<file path="src/rtl/core/port_id_map_table_defines.svh">
// assertion macros for the port id map table
// needs clk and rst_n in the scope where a macro is used
`ifndef PORT_ID_MAP_TABLE_DEFINES_SVH
`define PORT_ID_MAP_TABLE_DEFINES_SVH

// same-cycle implication, checked outside reset
`define PIDM_ASSERT_NOW(lbl, ante, cons) \
  lbl: assert property (@(posedge clk) disable iff (!rst_n) (ante) |-> (cons)) \
    else $error("port id map table: same-cycle check failed");

// next-cycle implication, checked outside reset
`define PIDM_ASSERT_NEXT(lbl, ante, cons) \
  lbl: assert property (@(posedge clk) disable iff (!rst_n) (ante) |=> (cons)) \
    else $error("port id map table: next-cycle check failed");

`endif

</file>
<file path="src/rtl/core/pidm_pkg.sv">
// shared types and constants of the port id map table
// no dependencies
package pidm_pkg;

  localparam int TABLE_ENTRIES = 1024;
  localparam int IDX_W  = (TABLE_ENTRIES > 1) ? $clog2(TABLE_ENTRIES) : 1;
  localparam int KIND_W = 2;
  localparam int KEY_W  = 16;
  localparam int VAL_W  = 16;
  localparam int ST_W   = 2;

  localparam logic [KIND_W-1:0] KIND_INSERT = 2'd0;
  localparam logic [KIND_W-1:0] KIND_REMOVE = 2'd1;
  localparam logic [KIND_W-1:0] KIND_LOOKUP = 2'd2;

  localparam logic [ST_W-1:0] ST_OK        = 2'd0;
  localparam logic [ST_W-1:0] ST_NOT_FOUND = 2'd1;
  localparam logic [ST_W-1:0] ST_FULL      = 2'd2;

  typedef struct packed {
    logic             valid;
    logic [KEY_W-1:0] key;
    logic [VAL_W-1:0] value;
  } entry_t;

  // sequencer to cell row
  typedef struct packed {
    logic             shift_en;
    logic             load_en;
    logic [IDX_W-1:0] load_idx;
    entry_t           load_entry;
  } cell_ctl_t;

endpackage

</file>
<file path="src/rtl/core/pidm_cell.sv">
// one table entry of the rotating cell row
// depends on pidm_pkg
module pidm_cell (
  input  logic            clk,
  input  logic            rst_n,
  input  logic            shift_en,
  input  logic            load_en,
  input  pidm_pkg::entry_t shift_in,
  input  pidm_pkg::entry_t load_in,
  output pidm_pkg::entry_t entry_o
);
  import pidm_pkg::*;

  logic             valid_r, valid_nxt;
  logic [KEY_W-1:0] key_r, key_nxt;
  logic [VAL_W-1:0] value_r, value_nxt;

  always_comb begin
    valid_nxt = valid_r;
    key_nxt   = key_r;
    value_nxt = value_r;
    if (load_en) begin
      valid_nxt = load_in.valid;
      key_nxt   = load_in.key;
      value_nxt = load_in.value;
    end else if (shift_en) begin
      valid_nxt = shift_in.valid;
      key_nxt   = shift_in.key;
      value_nxt = shift_in.value;
    end
  end

  always_ff @(posedge clk) begin
    if (!rst_n) begin
      valid_r <= 1'b0;
    end else begin
      valid_r <= valid_nxt;
    end
  end

  always_ff @(posedge clk) begin
    key_r   <= key_nxt;
    value_r <= value_nxt;
  end

  assign entry_o = '{valid: valid_r, key: key_r, value: value_r};

endmodule

</file>
<file path="config.mk">
export PLATFORM = sky130hd
export DESIGN_NAME = pidm_cell
export DESIGN_NICKNAME = d
export VERILOG_FILES = /design/src/rtl/core/port_id_map_table_defines.svh /design/src/rtl/core/pidm_pkg.sv /design/src/rtl/core/pidm_cell.sv
export SDC_FILE = /design/constraint.sdc
export NUM_CORES = 1
export LEC_CHECK = 0
export ABC_AREA = 1
export BUFFER_PORTS_ARGS = -buffer_cell sky130_fd_sc_hd__clkbuf_2
export CORE_ASPECT_RATIO = 2
export CORE_MARGIN = 8
export CORE_UTILIZATION = 40
export DETAILED_ROUTE_END_ITERATION = 12
export PLACE_DENSITY = 0.81
export RECOVER_POWER = 50
export SETUP_SLACK_MARGIN = 0.02
export SLEW_MARGIN = 20
export SYNTH_ARGS = -nofsm -noshare
export SYNTH_HDL_FRONTEND = slang
export SYNTH_SLANG_ARGS = --single-unit
</file>
<file path="constraint.sdc">
create_clock -name clk -period 4.75 [get_ports clk]
set_clock_uncertainty 0.1 [all_clocks]
set_input_delay 0.95 -clock clk [delete_from_list [all_inputs] [get_ports clk]]
set_output_delay 0.95 -clock clk [all_outputs]
set_load 0.005 [all_outputs]
</file>
-- Word-level counts from Yosys, hierarchy flattened
Cells that the tools add are included.
- muxes and demuxes: 6
- bitwise gates (word level): 0
- order comparisons: 0
- equal/unequal tests: 0
- reductions and logical operators: 1
- divide/modulo/power cells: 0
- $mul: 0
- $add $sub $neg: 0
- shifts and indexed selects: 0
- operators with widths (operator ; count):
    2-to-1 mux 16 bit ; 4
    2-to-1 mux 1 bit ; 2
    nonzero test 2 bit ; 1
- bits in latches: 0
- bits in writable memories: 0
- memories kept: 0
- logic and storage cells: 10
- bits in read-only memories: 0
- flip-flop bits (word level): 33

-- Depth between registers and ports, before layout
- word-level depth: 2
- mapped depth: 6
- depth with buffers taken out: 5

-- Least setup slack after synthesis
No wires, ideal clock.
- path kind: input port to flip-flop
- start: input port load_en
- end: register key_r[0], enable pin
- arrival: 1.766 ns
- setup slack: 2.497 ns
- stages: 3
- library setup time: 0.387 ns
- buffers on the path: 1
- data required time: 4.263 ns
- cells stage by stage: buf_6 -> nor2_4 -> inv_1
- cells in the longest elaborated chain, start to end: 1
- RTL lines (what ; line ; text):
    from (decl) ; pidm_cell.sv:7 ; input logic load_en,
    nonzero test 2 bit (no source line) ; -- ;
    to (signal assigned) ; pidm_cell.sv:42 ; key_r <= key_nxt;
    to (decl) ; pidm_cell.sv:15 ; logic [KEY_W-1:0] key_r, key_nxt;
Every way passes these cells.
A chain may end at the register's enable or synchronous reset.

-- Final worst setup path
- start: input port load_en
- end: register value_r[1], enable pin
- cells in the longest elaborated chain, start to end: 1
- RTL lines (what ; line ; text):
    nonzero test 2 bit (no source line) ; -- ;
    to (signal assigned) ; pidm_cell.sv:43 ; value_r <= value_nxt;
    to (decl) ; pidm_cell.sv:16 ; logic [VAL_W-1:0] value_r, value_nxt;
Every way passes these cells.

==> run metrics <==
Comb pwr share=0.136; Slew HR=-0.0506; largest net degree at the start of global routing=36; Tot GR Track Use=0.128; Worst EP arrival=2.65 ns; Post-Place Setup Slack=1.74 ns; Synth cell types=13; Max Cap Viol=1; Sw Share=0.218; Reg clk slew, reported paths=0.06 ns; footprint of the multi-input gates=405 um^2; # port buffers=102; switching power=0.154 mW; Critical Path Source=load_en; RSZ-0062 raised after global routing=false; DR pass1 iterations=4; Synth Area in Simple Gates=0.280; period utilisation layout=0.600; reg2reg start=valid_r; fin worst setup slack=1.90 ns; Routed Antenna Nets=0; Flop pwr share=0.514; # IOs=103; Cell Int Power=0.555 mW; Storage cell area=981 um^2; clock share of power=0.350; mux contribution to synthesized area=0; clk sinks=33; core box area=3760 um^2; GR peak layer=met2; Worst Tran Pin Value=1.58 ns; DR vias/cell=4.29; Synth Area in Compound Gates=0; Power Total=0.710 mW; Crit Path Max Fanout=35; total die area=6180 um^2; first-pass GRT wire length=6030 um; Initial Util=0.407; Setup crit end kind=flop; Vias=1283; CTS tree=built; crit path kind=primary input to flop; setup bufs post-CTS=0; # diodes=0; status=complete, but fails checks; Congestion Overflow GR=0; Final nets=317; largest family of logic cells by synthesized area=simple AND/OR/NAND/NOR gates; antenna violations before repair=0; vias in the first global route=1424; post-synthesis cell area=1530 um^2; Wirelength per Cell=12.7 um; setup TNS=0 ns; CTS root buf=clkbuf_8; initial DRC count=45; fin crit period=2.85 ns; Die Ht=103 um; Slew Limit Fails=36; met3 Use GR=0.0682; # H-tree levels=2; DRC Markers=0; failing checks=capacitance limit, slew limit; Hold Fails Final Rpt=0; register bit count reported by yosys=33; CTS buffer count=5; adder-cell area share of the yosys netlist=0; Hold Startpoint=valid_r; pwr dens=346 nW/um^2; std cell rows=32; Final setup viols=0; Mapped Avg Cell Area=10.5 um^2; Fmax=351 MHz; worst hold margin=0.458 ns; routed wire length=3800 um; WP data required=4.56 ns; XOR/XNOR share of the synthesized area=0; die width=59.7 um; Synth Net Count=216; Max clock buf depth=2; Worst-Skew Late Latency=0.27 ns; global-route met1 utilization=0.130; Hold Crit Class=flop to flop; CP Launch Type=primary input; IR drop worst, VDD=0.271 mV; leakage=1.04 nW; Area Overhead vs Synth=33.9%; routability cong.=0.681; GRT met2 Usage=0.212; Hold Buf Count CTS=0; sequential fraction of the synthesis area=0.641; hpwl dp=3080 um; fraction of layout cells with a size suffix above 1=0.351; FILL cells=369; Yosys warnings=0; post-cts resize count=0; Gate Count Post-Synth=146
## stage by stage
step	utilization	instance area, um^2	cells
after floorplan	-	1530	146
after global placement	0.532	2000	291
after detailed placement	0.532	2000	291
after CTS	0.560	2110	299
after global routing	0.545	2050	299
final	0.545	2050	299
## power groups by stage
stage	Combinational [mW]	Sequential [mW]	Clock, mW
final	0.0968	0.364	0.248
after CTS	0.108	0.365	0.254
after floorplan	0.0413	0.375	0
after detailed placement	0.107	0.371	0
after global placement	0.105	0.369	0
after global routing	0.111	0.368	0.267
## critical path, stage by stage
cell	delay, ns
clkbuf_1	1.12
nor2_4	0.05
inv_2	0.52
## layout make-up
| cell class | count | share of cell area |
|---|---|---|
| tap | 51 | 0.0311 |
| multi-input combinational | 102 | 0.198 |
| inverter | 3 | 0.00916 |
| clock inverter | 2 | 0.0165 |
| sequential | 33 | 0.479 |
| clock buffer | 6 | 0.0354 |
| timing repair buffer | 102 | 0.231 |
## flip-flops by register name, summed over array words and instances, names as in the netlist
signal   flops
valid_r      1
value_r     16
key_r       16
## path summary, 6_finish.rpt
kind / to / slack, ns / depth (start not counted)
worst max-delay path: value_r[1] / 1.90 / 3
worst max register to register: valid_r / 4.02 / 4
worst min register to register: valid_r / 0.46 / 4
worst min-delay path: valid_r / 0.46 / 4
## per-layer routing
layer | part of all wire | routed length, um
met5 | 0 | 0
met4 | 0.012 | 44
met3 | 0.14 | 542
met2 | 0.44 | 1690
met1 | 0.40 | 1530
## synthesized netlist by cell type, drive strengths merged
library cell,number,area (um^2)
edfxtp,32,961
nor2,1,11.3
clkbuf,3,41.3
dfxtp,1,20.0
nand2,99,402
nand3,2,15.0
buf,5,61.3
inv,3,18.8
## placed cells by master, fill, tap and decap left out
master,synthesis,final
edfxtp_1,32,32
clkbuf_2,0,73
inv_1,2,1
clkinv_1,0,1
dfxtp_1,1,1
nand3_1,1,2
nor2_4,1,1
clkbuf_1,0,30
nand2_2,12,5
bufinv_16,0,1
inv_2,0,1
nand2_1,87,94
clkbuf_8,3,5
inv_8,1,1
## cell families after synthesis
family                 after synthesis
AND/OR/NAND/NOR                    102
flip-flops                          33
buffers and inverters               11
(Power assumes the default switching activity.)
