## src/rtl/core/port_id_map_table_defines.svh

```systemverilog
// assertion macros for the port id map table
// needs clk and rst_n in the scope where a macro is used
`ifndef PORT_ID_MAP_TABLE_DEFINES_SVH
`define PORT_ID_MAP_TABLE_DEFINES_SVH

// same-cycle implication, checked outside reset
`define PIDM_ASSERT_NOW(lbl, ante, cons) \
  lbl: assert property (@(posedge clk) disable iff (!rst_n) (ante) |-> (cons)) \
    else $error("port id map table: same-cycle check failed");

// next-cycle implication, checked outside reset
`define PIDM_ASSERT_NEXT(lbl, ante, cons) \
  lbl: assert property (@(posedge clk) disable iff (!rst_n) (ante) |=> (cons)) \
    else $error("port id map table: next-cycle check failed");

`endif

```

## src/rtl/core/pidm_pkg.sv

```systemverilog
// shared types and constants of the port id map table
// no dependencies
package pidm_pkg;

  localparam int TABLE_ENTRIES = 1024;
  localparam int IDX_W  = (TABLE_ENTRIES > 1) ? $clog2(TABLE_ENTRIES) : 1;
  localparam int KIND_W = 2;
  localparam int KEY_W  = 16;
  localparam int VAL_W  = 16;
  localparam int ST_W   = 2;

  localparam logic [KIND_W-1:0] KIND_INSERT = 2'd0;
  localparam logic [KIND_W-1:0] KIND_REMOVE = 2'd1;
  localparam logic [KIND_W-1:0] KIND_LOOKUP = 2'd2;

  localparam logic [ST_W-1:0] ST_OK        = 2'd0;
  localparam logic [ST_W-1:0] ST_NOT_FOUND = 2'd1;
  localparam logic [ST_W-1:0] ST_FULL      = 2'd2;

  typedef struct packed {
    logic             valid;
    logic [KEY_W-1:0] key;
    logic [VAL_W-1:0] value;
  } entry_t;

  // sequencer to cell row
  typedef struct packed {
    logic             shift_en;
    logic             load_en;
    logic [IDX_W-1:0] load_idx;
    entry_t           load_entry;
  } cell_ctl_t;

endpackage

```

## src/rtl/core/pidm_ctrl.sv

```systemverilog
// sequencer: takes a beat, walks the rotating row once, answers
// depends on pidm_pkg
module pidm_ctrl (
  input  logic                       clk,
  input  logic                       rst_n,
  input  logic                       in_valid,
  output logic                       in_ready,
  input  logic [pidm_pkg::KIND_W-1:0] in_kind,
  input  logic [pidm_pkg::KEY_W-1:0]  in_vport_key,
  input  logic [pidm_pkg::VAL_W-1:0]  in_port_number,
  output logic                       out_valid,
  input  logic                       out_ready,
  output logic [pidm_pkg::ST_W-1:0]   out_status,
  output logic [pidm_pkg::VAL_W-1:0]  out_found_port_number,
  input  pidm_pkg::entry_t            head_i,
  output pidm_pkg::entry_t            tail_o,
  output pidm_pkg::cell_ctl_t         ctl_o
);
  import pidm_pkg::*;

  localparam logic [1:0] S_IDLE = 2'd0;
  localparam logic [1:0] S_WALK = 2'd1;
  localparam logic [1:0] S_DONE = 2'd2;

  localparam logic [IDX_W-1:0] LAST_IDX = IDX_W'(TABLE_ENTRIES - 1);

  logic [1:0]        state_r, state_nxt;
  logic [IDX_W-1:0]  cnt_r, cnt_nxt;
  logic [KIND_W-1:0] kind_r, kind_nxt;
  logic [KEY_W-1:0]  key_r, key_nxt;
  logic [VAL_W-1:0]  val_r, val_nxt;
  logic              hit_r, hit_nxt;
  logic              free_seen_r, free_seen_nxt;
  logic [IDX_W-1:0]  free_idx_r, free_idx_nxt;
  logic [VAL_W-1:0]  found_r, found_nxt;
  logic              out_valid_r, out_valid_nxt;
  logic [ST_W-1:0]   out_status_r, out_status_nxt;
  logic [VAL_W-1:0]  out_found_r, out_found_nxt;

  logic            in_fire;
  logic            head_match;
  logic            out_free;
  logic [ST_W-1:0] status_c;
  entry_t          tail_c;

  assign in_ready = (state_r == S_IDLE);
  assign in_fire  = in_valid && in_ready;
  assign out_free = !out_valid_r || out_ready;

  // first valid entry with the key, seen at the head of the row
  assign head_match = head_i.valid && (head_i.key == key_r) && !hit_r;

  always_comb begin
    tail_c = head_i;
    if (head_match) begin
      if (kind_r == KIND_INSERT) begin
        tail_c.value = val_r;
      end else if (kind_r == KIND_REMOVE) begin
        tail_c = '0;
      end
    end
  end

  always_comb begin
    status_c = ST_OK;
    if (kind_r == KIND_INSERT) begin
      if (!hit_r && !free_seen_r) begin
        status_c = ST_FULL;
      end
    end else if (kind_r inside {KIND_REMOVE, KIND_LOOKUP}) begin
      if (!hit_r) begin
        status_c = ST_NOT_FOUND;
      end
    end
  end

  always_comb begin
    state_nxt      = state_r;
    cnt_nxt        = cnt_r;
    kind_nxt       = kind_r;
    key_nxt        = key_r;
    val_nxt        = val_r;
    hit_nxt        = hit_r;
    free_seen_nxt  = free_seen_r;
    free_idx_nxt   = free_idx_r;
    found_nxt      = found_r;
    out_valid_nxt  = out_valid_r;
    out_status_nxt = out_status_r;
    out_found_nxt  = out_found_r;
    ctl_o          = '0;

    if (out_valid_r && out_ready) begin
      out_valid_nxt = 1'b0;
    end

    case (state_r)
      S_IDLE: begin
        if (in_fire) begin
          kind_nxt      = in_kind;
          key_nxt       = in_vport_key;
          val_nxt       = in_port_number;
          cnt_nxt       = '0;
          hit_nxt       = 1'b0;
          free_seen_nxt = 1'b0;
          found_nxt     = '0;
          state_nxt     = S_WALK;
        end
      end
      S_WALK: begin
        ctl_o.shift_en = 1'b1;
        if (head_match) begin
          hit_nxt   = 1'b1;
          found_nxt = head_i.value;
        end
        if (!head_i.valid && !free_seen_r) begin
          free_seen_nxt = 1'b1;
          free_idx_nxt  = cnt_r;
        end
        if (cnt_r == LAST_IDX) begin
          state_nxt = S_DONE;
        end else begin
          cnt_nxt = cnt_r + 1'b1;
        end
      end
      S_DONE: begin
        // row is back home; a new key lands in the lowest free cell
        if (out_free) begin
          if (kind_r == KIND_INSERT && !hit_r && free_seen_r) begin
            ctl_o.load_en    = 1'b1;
            ctl_o.load_idx   = free_idx_r;
            ctl_o.load_entry = '{valid: 1'b1, key: key_r, value: val_r};
          end
          out_valid_nxt  = 1'b1;
          out_status_nxt = status_c;
          out_found_nxt  = (kind_r == KIND_LOOKUP && hit_r) ? found_r : '0;
          state_nxt      = S_IDLE;
        end
      end
      default: begin
        state_nxt = S_IDLE;
      end
    endcase
  end

  always_ff @(posedge clk) begin
    if (!rst_n) begin
      state_r     <= S_IDLE;
      out_valid_r <= 1'b0;
      cnt_r       <= '0;
      hit_r       <= 1'b0;
      free_seen_r <= 1'b0;
    end else begin
      state_r     <= state_nxt;
      out_valid_r <= out_valid_nxt;
      cnt_r       <= cnt_nxt;
      hit_r       <= hit_nxt;
      free_seen_r <= free_seen_nxt;
    end
  end

  always_ff @(posedge clk) begin
    kind_r       <= kind_nxt;
    key_r        <= key_nxt;
    val_r        <= val_nxt;
    free_idx_r   <= free_idx_nxt;
    found_r      <= found_nxt;
    out_status_r <= out_status_nxt;
    out_found_r  <= out_found_nxt;
  end

  assign tail_o                = tail_c;
  assign out_valid             = out_valid_r;
  assign out_status            = out_status_r;
  assign out_found_port_number = out_found_r;

endmodule

```

## config.mk

```make
export PLATFORM = sky130hd
export DESIGN_NAME = pidm_ctrl
export DESIGN_NICKNAME = d
export VERILOG_FILES = /design/src/rtl/core/port_id_map_table_defines.svh /design/src/rtl/core/pidm_pkg.sv /design/src/rtl/core/pidm_ctrl.sv
export SDC_FILE = /design/constraint.sdc
export NUM_CORES = 1
export LEC_CHECK = 0
export BUFFER_PORTS_ARGS = -buffer_cell sky130_fd_sc_hd__buf_2
export CAP_MARGIN = 20
export CORE_MARGIN = 5
export CORE_UTILIZATION = 45
export CTS_CLUSTER_DIAMETER = 30
export DETAILED_ROUTE_END_ITERATION = 16
export PLACE_DENSITY = 0.83
export SYNTH_ARGS = -nofsm -noshare
export SYNTH_HDL_FRONTEND = slang
export SYNTH_SLANG_ARGS = --single-unit
```

## constraint.sdc

```tcl
create_clock -name clk -period 3.7 [get_ports clk]
set_input_delay 0.185 -clock clk [delete_from_list [all_inputs] [get_ports clk]]
set_output_delay 0.185 -clock clk [all_outputs]
set_load 0.05 [all_outputs]
```

# Yosys cells after proc, flatten, opt, wreduce, memory -nomap -nowiden
# Index checks and enable logic that the tools add are counted.
[totals]
regBits = 93
output_inout_bits = 98
word_cells = 80
[classes]
n_addsub = 1
n_eq_ne = 12
n_mux = 30
reduce_logical = 25
[op_table]
columns = ["operator", "n"]
rows = [
  ["44-bit 2-to-1 mux", 3],
  ["33-bit 2-to-1 mux", 2],
  ["16-bit 2-to-1 mux", 3],
  ["16-bit case mux with 2 select lines", 1],
  ["10-bit 2-to-1 mux", 2],
  ["10-bit case mux with 2 select lines", 1],
  ["17-bit 2-to-1 mux", 1],
  ["16-bit equality test", 1],
  ["3-bit AND reduction", 4],
  ["10-bit by 1-bit adder with 10-bit output, second input constant", 1],
  ["10-bit equality test, second input constant", 1],
  ["2-bit 2-to-1 mux", 5],
  ["2-bit != test, second input constant", 5],
  ["1-bit logical AND", 9],
  ["1-bit 2-to-1 mux", 9],
  ["2-bit case mux with 3 select lines", 1],
  ["2-bit AND reduction", 3],
  ["2-bit by 1-bit equality test with 1-bit output, second input constant", 2],
  ["2-bit equality test, second input constant", 2],
  ["1-bit logical NOT", 4],
  ["2-bit logical NOT", 2],
  ["1-bit case mux with 2 select lines", 2],
  ["2-bit nonzero test", 2],
  ["2-bit by 1-bit != test with 1-bit output, second input constant", 1],
  ["1-bit logical OR", 1],
]

# Logic depth before layout (Yosys ltp)
# Gate-level depths: netlist of run 1.
[logic_depth]
depth_word = 6
depth_mapped = 7
depth_no_buf = 6

# Worst setup path before layout of run 1
# No wires, ideal clock.
[synth_timing]
path_type = "flip-flop to output port"
start = "register out_valid_r (netlist: out_valid)"
end = "output port ctl_o[33] (netlist name)"
arrival_time_ns = 3.133
required_ns = 3.515
path_slack_ns = 0.382
stages_incl_launch_ff = 7
path_buffers = 2
cell_sequence = "dfxtp_1 -> nand2b_1 -> nor2b_1 -> and4_1 -> clkbuf_1 -> clkbuf_1 -> and2_1"
[synth_rtl]
columns = ["item", "line", "rtl"]
rows = [
  ["start: declaration", "pidm_ctrl.sv:36", "logic out_valid_r, out_valid_nxt;"],
  ["start signal: assignment", "pidm_ctrl.sv:154", "out_valid_r <= out_valid_nxt;"],
  ["end: declaration", "pidm_ctrl.sv:17", "output pidm_pkg::cell_ctl_t ctl_o"],
]

==> metrics, run 1 <==
WL final 10.52 mm; Distinct cells, synth 40; die width 106.3 um; Worst Hold Class input port to flop; Worst setup EP type output port; post-route antenna net violation count 0; RR Endpoint cnt_r[7]; top-area cell type share of the netlist area 56.18%; Synth area leader edfxtp_1; Synth top cells by count and2_1, edfxtp_1, and3_1; Cell Pwr Density 377.9 nW/um2; Initial DRC Count 135; vias in the first global route 3300; Reg2Reg Setup Slack 1620 ps; hold path start head_i[7]; PostCTS Resize Cnt 0; Syn Area/Cell 13.03 um2; Yosys reg bits 93; largest cells by area after synthesis edfxtp_1, and2_1, dfxtp_1; Post-Syn Nets 395; dpl hpwl 7.622 mm; die area 11290 um2; postcts setup bufs 0; chip height 106.3 um; PortBufs 168; Clock Skew 11.43 ps; Fillers 716; Min Hold Slack 124.6 ps; CORE AREA 9153 um2; max_slew headroom 38.46%; status finished, final reports clean; largest net degree at the start of global routing 35; sequential cell area fraction in the yosys report 63.39%; DRC Markers 0; Synth Warn # 0; worst-case reg-to-reg path depth 6; WS Path Type flop to output port; clock sink count 93; H-tree depth 3; CTS Hold Buffers Added 32; Nets 597; Global Route Usage Sum 18.73%; Vias per Instance 5.027; CP Launch Type flop; Worst-Margin Slew 911.1 ps; via count 3207; Max-cap violations 0; Post-synth EDFFs 78; fin crit period 2834 ps; Slew Viols, Final 0; LEAKAGE 0.002506 uW; Max Freq 352.9 MHz; crit-path max FO 17; Fin. Hold Viols 0; Post-Syn Instances 320; RSZ-0062 raised after global routing false; first-pass GRT wire length 16.55 mm; Worst-path clk slew 90 ps; ANT cells 0; setup TNS 0 ps; drt wl/cell 16.49 um; root buf cell clkbuf_8; Cell Rows 35; dominant synthesized flop cell edfxtp_1; Synth Cell Area 4169 um2; clock latency on the worst-skew pair 360 ps; Layout area overhead 35.26%; Required @ worst endpoint 3510 ps; CTS tree built; CTS max path bufs 2; VDD IR max 0.0002280 V; final setup fails 0; Initial Utilization 45.55%; worst hold path depth 2; Worst EP arrival 2650 ps; share of cells above drive strength 1 40.04%; Worst Hold End found_r[7]; asr flop ratio synth 0%; CTS buffer count 9; GRT overflow 0; First-pass DRT Iterations 4; initial antenna violation count 0; fin crit share 76.59%; # IOs 169; gpl congestion 0.8116; r2r startpoint cnt_r[0]
==> critical path, stage by stage, from the launching register on <==
cell and delay [ps]:
edfxtp_1 400, xnor2_1 180, nand4_1 190, nor4_4 390, nand4_1 510, and2_1 390, buf_2 220
==> area by class of cell <==
cell class | instances | area, um2 | area share, %
Inverter | 11 | 41.29 | 0.7322
Sequential cell | 93 | 2643 | 46.86
Tap cell | 111 | 138.9 | 2.463
Clock inverter | 7 | 72.57 | 1.287
Timing Repair Buffer | 207 | 1219 | 21.61
Multi-Input combinational cell | 200 | 1401 | 24.85
Clock buffer | 9 | 123.9 | 2.197
==> power by group <==
group	switching (uW)	leakage, uW	internal (uW)	total (uW)
sequential	18.6	0.000853	1170	1190
clock	361	0.0000976	315	676
combinational	158	0.00156	104	262
total	538	0.00251	1590	2130
==> sequential cells by signal (all words and copies together) (netlist names) <==
name,count
val_r,16
free_idx_r,10
kind_r,2
found_r,16
cnt_r,10
hit_r,1
out_valid,1
state_r,2
free_seen_r,1
key_r,16
out_status,2
out_found_port_number,16
==> worst max-delay path by stage <==
| stage | from | end | slack, ps |
|---|---|---|---|
| 2_1_floorplan | out_valid | ctl_o[33] | 380 |
| 3_3_place_gp | state_r[0] | ctl_o[29] | 1340 |
| 3_5_place_dp | key_r[0] | tail_o[20] | 1220 |
| 4_1_cts | key_r[0] | tail_o[20] | 820 |
| 5_1_grt | hit_r | tail_o[21] | 520 |
| 6_report | key_r[0] | tail_o[21] | 870 |
==> per-layer routing <==
| layer | routed length, um | track usage [%] | up-vias |
|---|---|---|---|
| met3 | 776 | 5.039 | 22 |
| met1 | 4044 | 21.35 | 1508 |
| met4 | 228 | 7.308 | 0 |
| met2 | 5471 | 33.30 | 134 |
| met5 | 0 | 0 | - |
| li1 | - | - | 1543 |
==> per-stage QoR <==
stage | setup WS, ps | instances | utilization [%] | instance area [um2] | power [uW]
2_1_floorplan | 382.3 | 320 | - | 4169 | 1363
3_3_place_gp | 1337 | 588 | 55.75 | 5102 | 1443
3_5_place_dp | 1219 | 588 | 55.75 | 5102 | 1450
4_1_cts | 817.5 | 636 | 61.39 | 5619 | 2150
5_1_grt | 523.5 | 638 | 61.61 | 5639 | 2215
6_report | 866.2 | 638 | 61.61 | 5639 | 2131
==> cell families after synthesis <==
| family | after synthesis | synth area share [%] |
|---|---|---|
| compound gates | 32 | 7.053 |
| xor+xnor | 17 | 3.571 |
| fa+ha+maj | 4 | 1.201 |
| buf+inv | 27 | 3.001 |
| flops | 93 | 63.39 |
| mux | 1 | 0.2401 |
| simple gates | 146 | 21.55 |
==> layout by cell type, fill, tap and decap left out, types with 2 or more instances in the layout <==
cell type,instances
buf_2,168
and2_1,78
edfxtp_1,78
dlygate4sd3_1,34
and3_1,22
a22o_2,16
dfxtp_1,15
inv_1,11
xnor2_1,10
nand2_1,10
nor2_1,9
clkbuf_8,9
nand2b_1,8
xor2_1,7
nand4_1,5
buf_4,5
ha_1,4
nand3_1,3
nor2b_1,3
nor4_4,2
a22o_1,2
nor3_1,2
a21boi_0,2
inv_6,2
Power figures use the tool's default switching activity.
==> run 2: changes to the inputs <==
ABC_AREA = 1   (was not set)
PLACE_DENSITY = 0.84   (was 0.83)
clock period = 2.6 ns   (was 3.7 ns; I/O delays follow)
==> run 2 against run 1 <==
Against the previous run: total power increased by 48%; sequential share of layout area is 4.9 points lower; combinational power rose by 91%; global-route usage increased by 1.2 points; non-clock buffer count is 3 higher; final cell count up 47%; clock-buffer cell count rose by 2; die area is 14% higher; wire length rose by 22%; clock power increased by 40%; hold slack worse by 100 ps.
==> metrics, run 2 <==
status finished, final reports clean; wl on met1 5.076 mm; Critical Path, Cell by Cell inv_1 > ha_1 > inv_1 > buf_4 > nand2_1 > nor2_4 > nor2_1 > buf_2; Distinct cells, synth 26; Fillers 899; Required @ worst endpoint 2470 ps; Power Total 3154 uW; Yosys reg bits 93; CTS tree built; Nets 874; Cell Pwr Density 500.8 nW/um2; Clock Skew 9.718 ps; share of cells above drive strength 1 25.12%; Min Hold Slack 22.85 ps; Initial DRC Count 366; root buf cell clkbuf_8; PortBufs 168; CTS buffer count 9; via count 4489; met2 routed WL 6.457 mm; Cell Rows 37; worst setup margin 288.5 ps; commonest non-fill, non-tap cell in the layout buf_2; Initial Utilization 46.43%; dominant synthesized flop cell edfxtp_1; Max Freq 432.6 MHz; gpl congestion 0.8616; largest cells by area after synthesis edfxtp_1, nand2_1, nor2_1; Synth area leader edfxtp_1; Vias per Instance 4.776; ANT cells 0; WS Path Type flop to output port; Synth Cell Area 4815 um2; Syn Area/Cell 8.038 um2; CP peak stage delay 380 ps; Max-cap violations 0; # IOs 169; Critical-path top delay cell nor2_4; setup TNS 0 ps; Post-Syn Nets 674; fin crit period 2311 ps; drt wl/cell 13.61 um; dpl hpwl 9.194 mm; die width 113.4 um; finished layout cell area 6297 um2; top-area cell type share of the netlist area 48.65%; Synth top cells by count nand2_1, nor2_1, inv_1; Synth Warn # 0; CTS max path bufs 2; pre-CTS setup slack 613.5 ps; VDD IR max 0.0002563 V; First-pass DRT Iterations 5; sequential cell area fraction in the yosys report 54.89%; Worst EP arrival 2180 ps; initial antenna violation count 0; Worst setup EP type output port; vias in the first global route 4457; WL met3 942 um; WL final 12.80 mm; H-tree depth 3; CP dominant cell by count inv_1; CORE AREA 10370 um2; first-pass GRT wire length 20.37 mm; final setup fails 0; die area 12870 um2; Global Route Usage Sum 19.93%; DRC Markers 0; chip height 113.4 um; Worst-path clk slew 100 ps; CP Launch Type flop; top layer in use met4; GRT overflow 0; fin crit share 88.90%; largest net degree at the start of global routing 44; Slew Viols, Final 0; RSZ-0062 raised after global routing false; Post-Syn Instances 599; placed instance area 5763 um2; sequential cell area 2643 um2; Fin. Hold Viols 0; post-route antenna net violation count 0; most frequent cells in the layout buf_2, nand2_1, nor2_1; Post-synth EDFFs 78; max_slew headroom 53.15%; Worst Hold Class input port to flop; clock latency on the worst-skew pair 370 ps; crit-path max FO 33; asr flop ratio synth 0%; Worst-Margin Slew 701.0 ps; clock sink count 93; Layout area overhead 30.80%; area of the multi-input gates 1595 um2; LEAKAGE 0.003248 uW
run 2: worst paths after layout:
kind | startpoint | to | slack, ps | cells after the start
worst max register to register | key_r[8] | found_r[8] | 620 | 5
worst max-delay path | kind_r[0] | tail_o[21] | 290 | 8
worst min-delay path | rst_n | free_seen_r | 20 | 2
worst min register to register | cnt_r[7] | free_idx_r[7] | 470 | 0
run 2: power breakdown:
group	total (uW)	internal [uW]	leakage, uW	switching [uW]
Clock	946	410	0.0000965	536
Sequential	1710	1680	0.000872	25.1
Combinational	500	166	0.00228	333
Total	3150	2260	0.00325	895
run 2: worst max-delay path: cells and delay by family (launching register included):
| kind | cells | cell delay [ps] |
|---|---|---|
| flops | 1 | 360 |
| buf+inv | 4 | 620 |
| simple gates | 3 | 620 |
| fa+ha+maj | 1 | 220 |
run 2: area by class of cell:
class	count	area share, %
clock buffer	11	2.404
timing repair buffer	210	19.71
clock inverter	5	0.6755
tap	136	2.702
inverter	121	7.212
sequential	93	41.96
multi-input combinational	364	25.33
run 2: timing repair:
item / 4_1_cts / 5_1_grt
hold buffers: 34 / 0
setup buffers: 0 / 0
endpoints found under the setup margin: 0 / 0
hold endpoints to repair: 34 / 0
resized for setup: 0 / 0
run 2: through the flow:
stage,cells,util (%)
final,940,60.73
after global routing,940,60.73
after CTS,940,60.73
after detailed placement,890,55.57
after global placement,890,55.57
after floorplan,599,-
run 2: kinds of logic after synthesis:
family	after synthesis	share of synthesized area, %
adders and majority gates	4	1.040
AOI/OAI and AO/OA	30	3.171
buffers and inverters	142	12.03
DFF	93	54.89
and+or+nand+nor	325	27.96
xor gates and xnor gates	5	0.9095
run 2: routing by layer:
| metal | vias up | track usage, % |
|---|---|---|
| met4 | 0 | 7.452 |
| li1 | 2247 | - |
| met2 | 192 | 35.23 |
| met3 | 30 | 5.199 |
| met5 | - | 0 |
| met1 | 2020 | 23.24 |
==> run 3: changes to the inputs <==
PLACE_DENSITY = 0.75   (was 0.84)
SKIP_LAST_GASP = 1   (was not set)
==> run 3 against run 2 <==
Against the previous run: flip-flop and latch count stayed put; clock-buffer cell count is 2 lower; largest cell class unchanged; final area is 0.56% higher; critical path type unchanged; largest power group unchanged.
==> metrics, run 3 (synthesis gave the netlist of run 2 again) <==
status finished, final reports clean; LEAKAGE 0.003255 uW; Initial Utilization 46.43%; drt wl/cell 13.62 um; Max Freq 423.4 MHz; WS Path Type flop to output port; vias in the first global route 4517; die area 12870 um2; root buf cell clkbuf_8; Max-cap violations 0; CTS buffer count 9; most frequent cells in the layout buf_2, nand2_1, nor2_1; post-route antenna net violation count 0; clock latency on the worst-skew pair 370 ps; share of cells above drive strength 1 25.03%; First-pass DRT Iterations 5; first-pass GRT wire length 20.92 mm; # IOs 169; Worst-path clk slew 100 ps; final setup fails 0; WL final 12.79 mm; crit-path max FO 33; Layout area overhead 31.52%; gpl congestion 0.7914; Global Route Usage Sum 20.29%; chip height 113.4 um; Slew Viols, Final 0; Worst setup EP type output port; die width 113.4 um; Nets 873; initial antenna violation count 1; via count 4431; dpl hpwl 9.296 mm; CTS tree built; commonest non-fill, non-tap cell in the layout buf_2; max_slew headroom 54.32%; GRT overflow 0; fin crit period 2362 ps; PortBufs 168; DRC Markers 0; Worst EP arrival 2230 ps; Clock Skew 13.85 ps; largest net degree at the start of global routing 39; Worst Hold Class input port to flop; Cell Rows 37; ANT cells 0; Required @ worst endpoint 2470 ps; Worst-Margin Slew 683.5 ps; CTS max path bufs 2; CORE AREA 10370 um2; Final Core Density 61.06%; clock sink count 93; setup TNS 0 ps; fin crit share 90.85%; RSZ-0062 raised after global routing false; Initial DRC Count 276; H-tree depth 3; Fin. Hold Viols 0; Vias per Instance 4.719; Cell Pwr Density 521.8 nW/um2; postcts setup bufs 0; CP Launch Type flop; VDD IR max 0.0002484 V
## run 3: changes by cell type in the layout (fill, tap and decap cells not counted), moves of 2 or more
cell       before  now
buf_4           8    6
bufinv_16       0    2
clkbuf_8       11    9
clkinv_4        2    0
## run 3: path summary, 6_finish.rpt
path,startpoint,end,slack [ps],cells past startpoint
worst max-delay path,kind_r[0],tail_o[21],240,8
worst min-delay path,rst_n,free_seen_r,30,2
worst max register to register,key_r[8],found_r[7],600,5
worst min register to register,cnt_r[7],free_idx_r[7],480,0
## run 3: cell type report
type                       count  area (um2)
fill                         907        4038
tap                          136       170.2
multi-input combinational    364        1600
timing repair buffer         209        1237
sequential                    93        2643
clock inverter                 7       103.9
inverter                     121       454.2
clock buffer                   9       123.9
## run 3: what timing repair did
item,in CTS,in global routing
hold buffers,34,0
resized for setup,0,2
hold endpoints to repair,34,0
setup endpoints to repair,0,21
## run 3: power breakdown
part,internal [uW],switching [uW],total [uW]
registers,1680,25.1,1710
clock network,555,541,1100
logic,167,334,501
total,2400,901,3300
## run 3: through the flow
stage	instance area, um2	total power (uW)	instances	hold WS, ps	worst slack [ps]
2_1_floorplan	4817	2046	599	228.9	116.0
3_3_place_gp	5756	2186	889	306.2	612.7
3_5_place_dp	5756	2199	889	308.1	525.3
4_1_cts	6324	3320	939	8.581	113.4
5_1_grt	6332	3463	939	3.924	8.312
6_report	6332	3304	939	28.00	237.9
## run 3: layer usage
layer / GRT usage (%) / up-vias / part of all wire [%]
li1: - / 2245 / -
met1: 23.31 / 2004 / 39
met2: 37.40 / 162 / 52
met3: 5.252 / 18 / 7.2
met4: 5.369 / 2 / 1.5
met5: 0 / - / 0.055
## run 3: critical path, stage by stage, from the launching register on
cell and delay [ps]:
edfxtp_1 380, inv_1 70, ha_1 220, inv_1 60, buf_4 270, nand2_1 140, nor2_4 380, nor2_1 100
buf_2 230
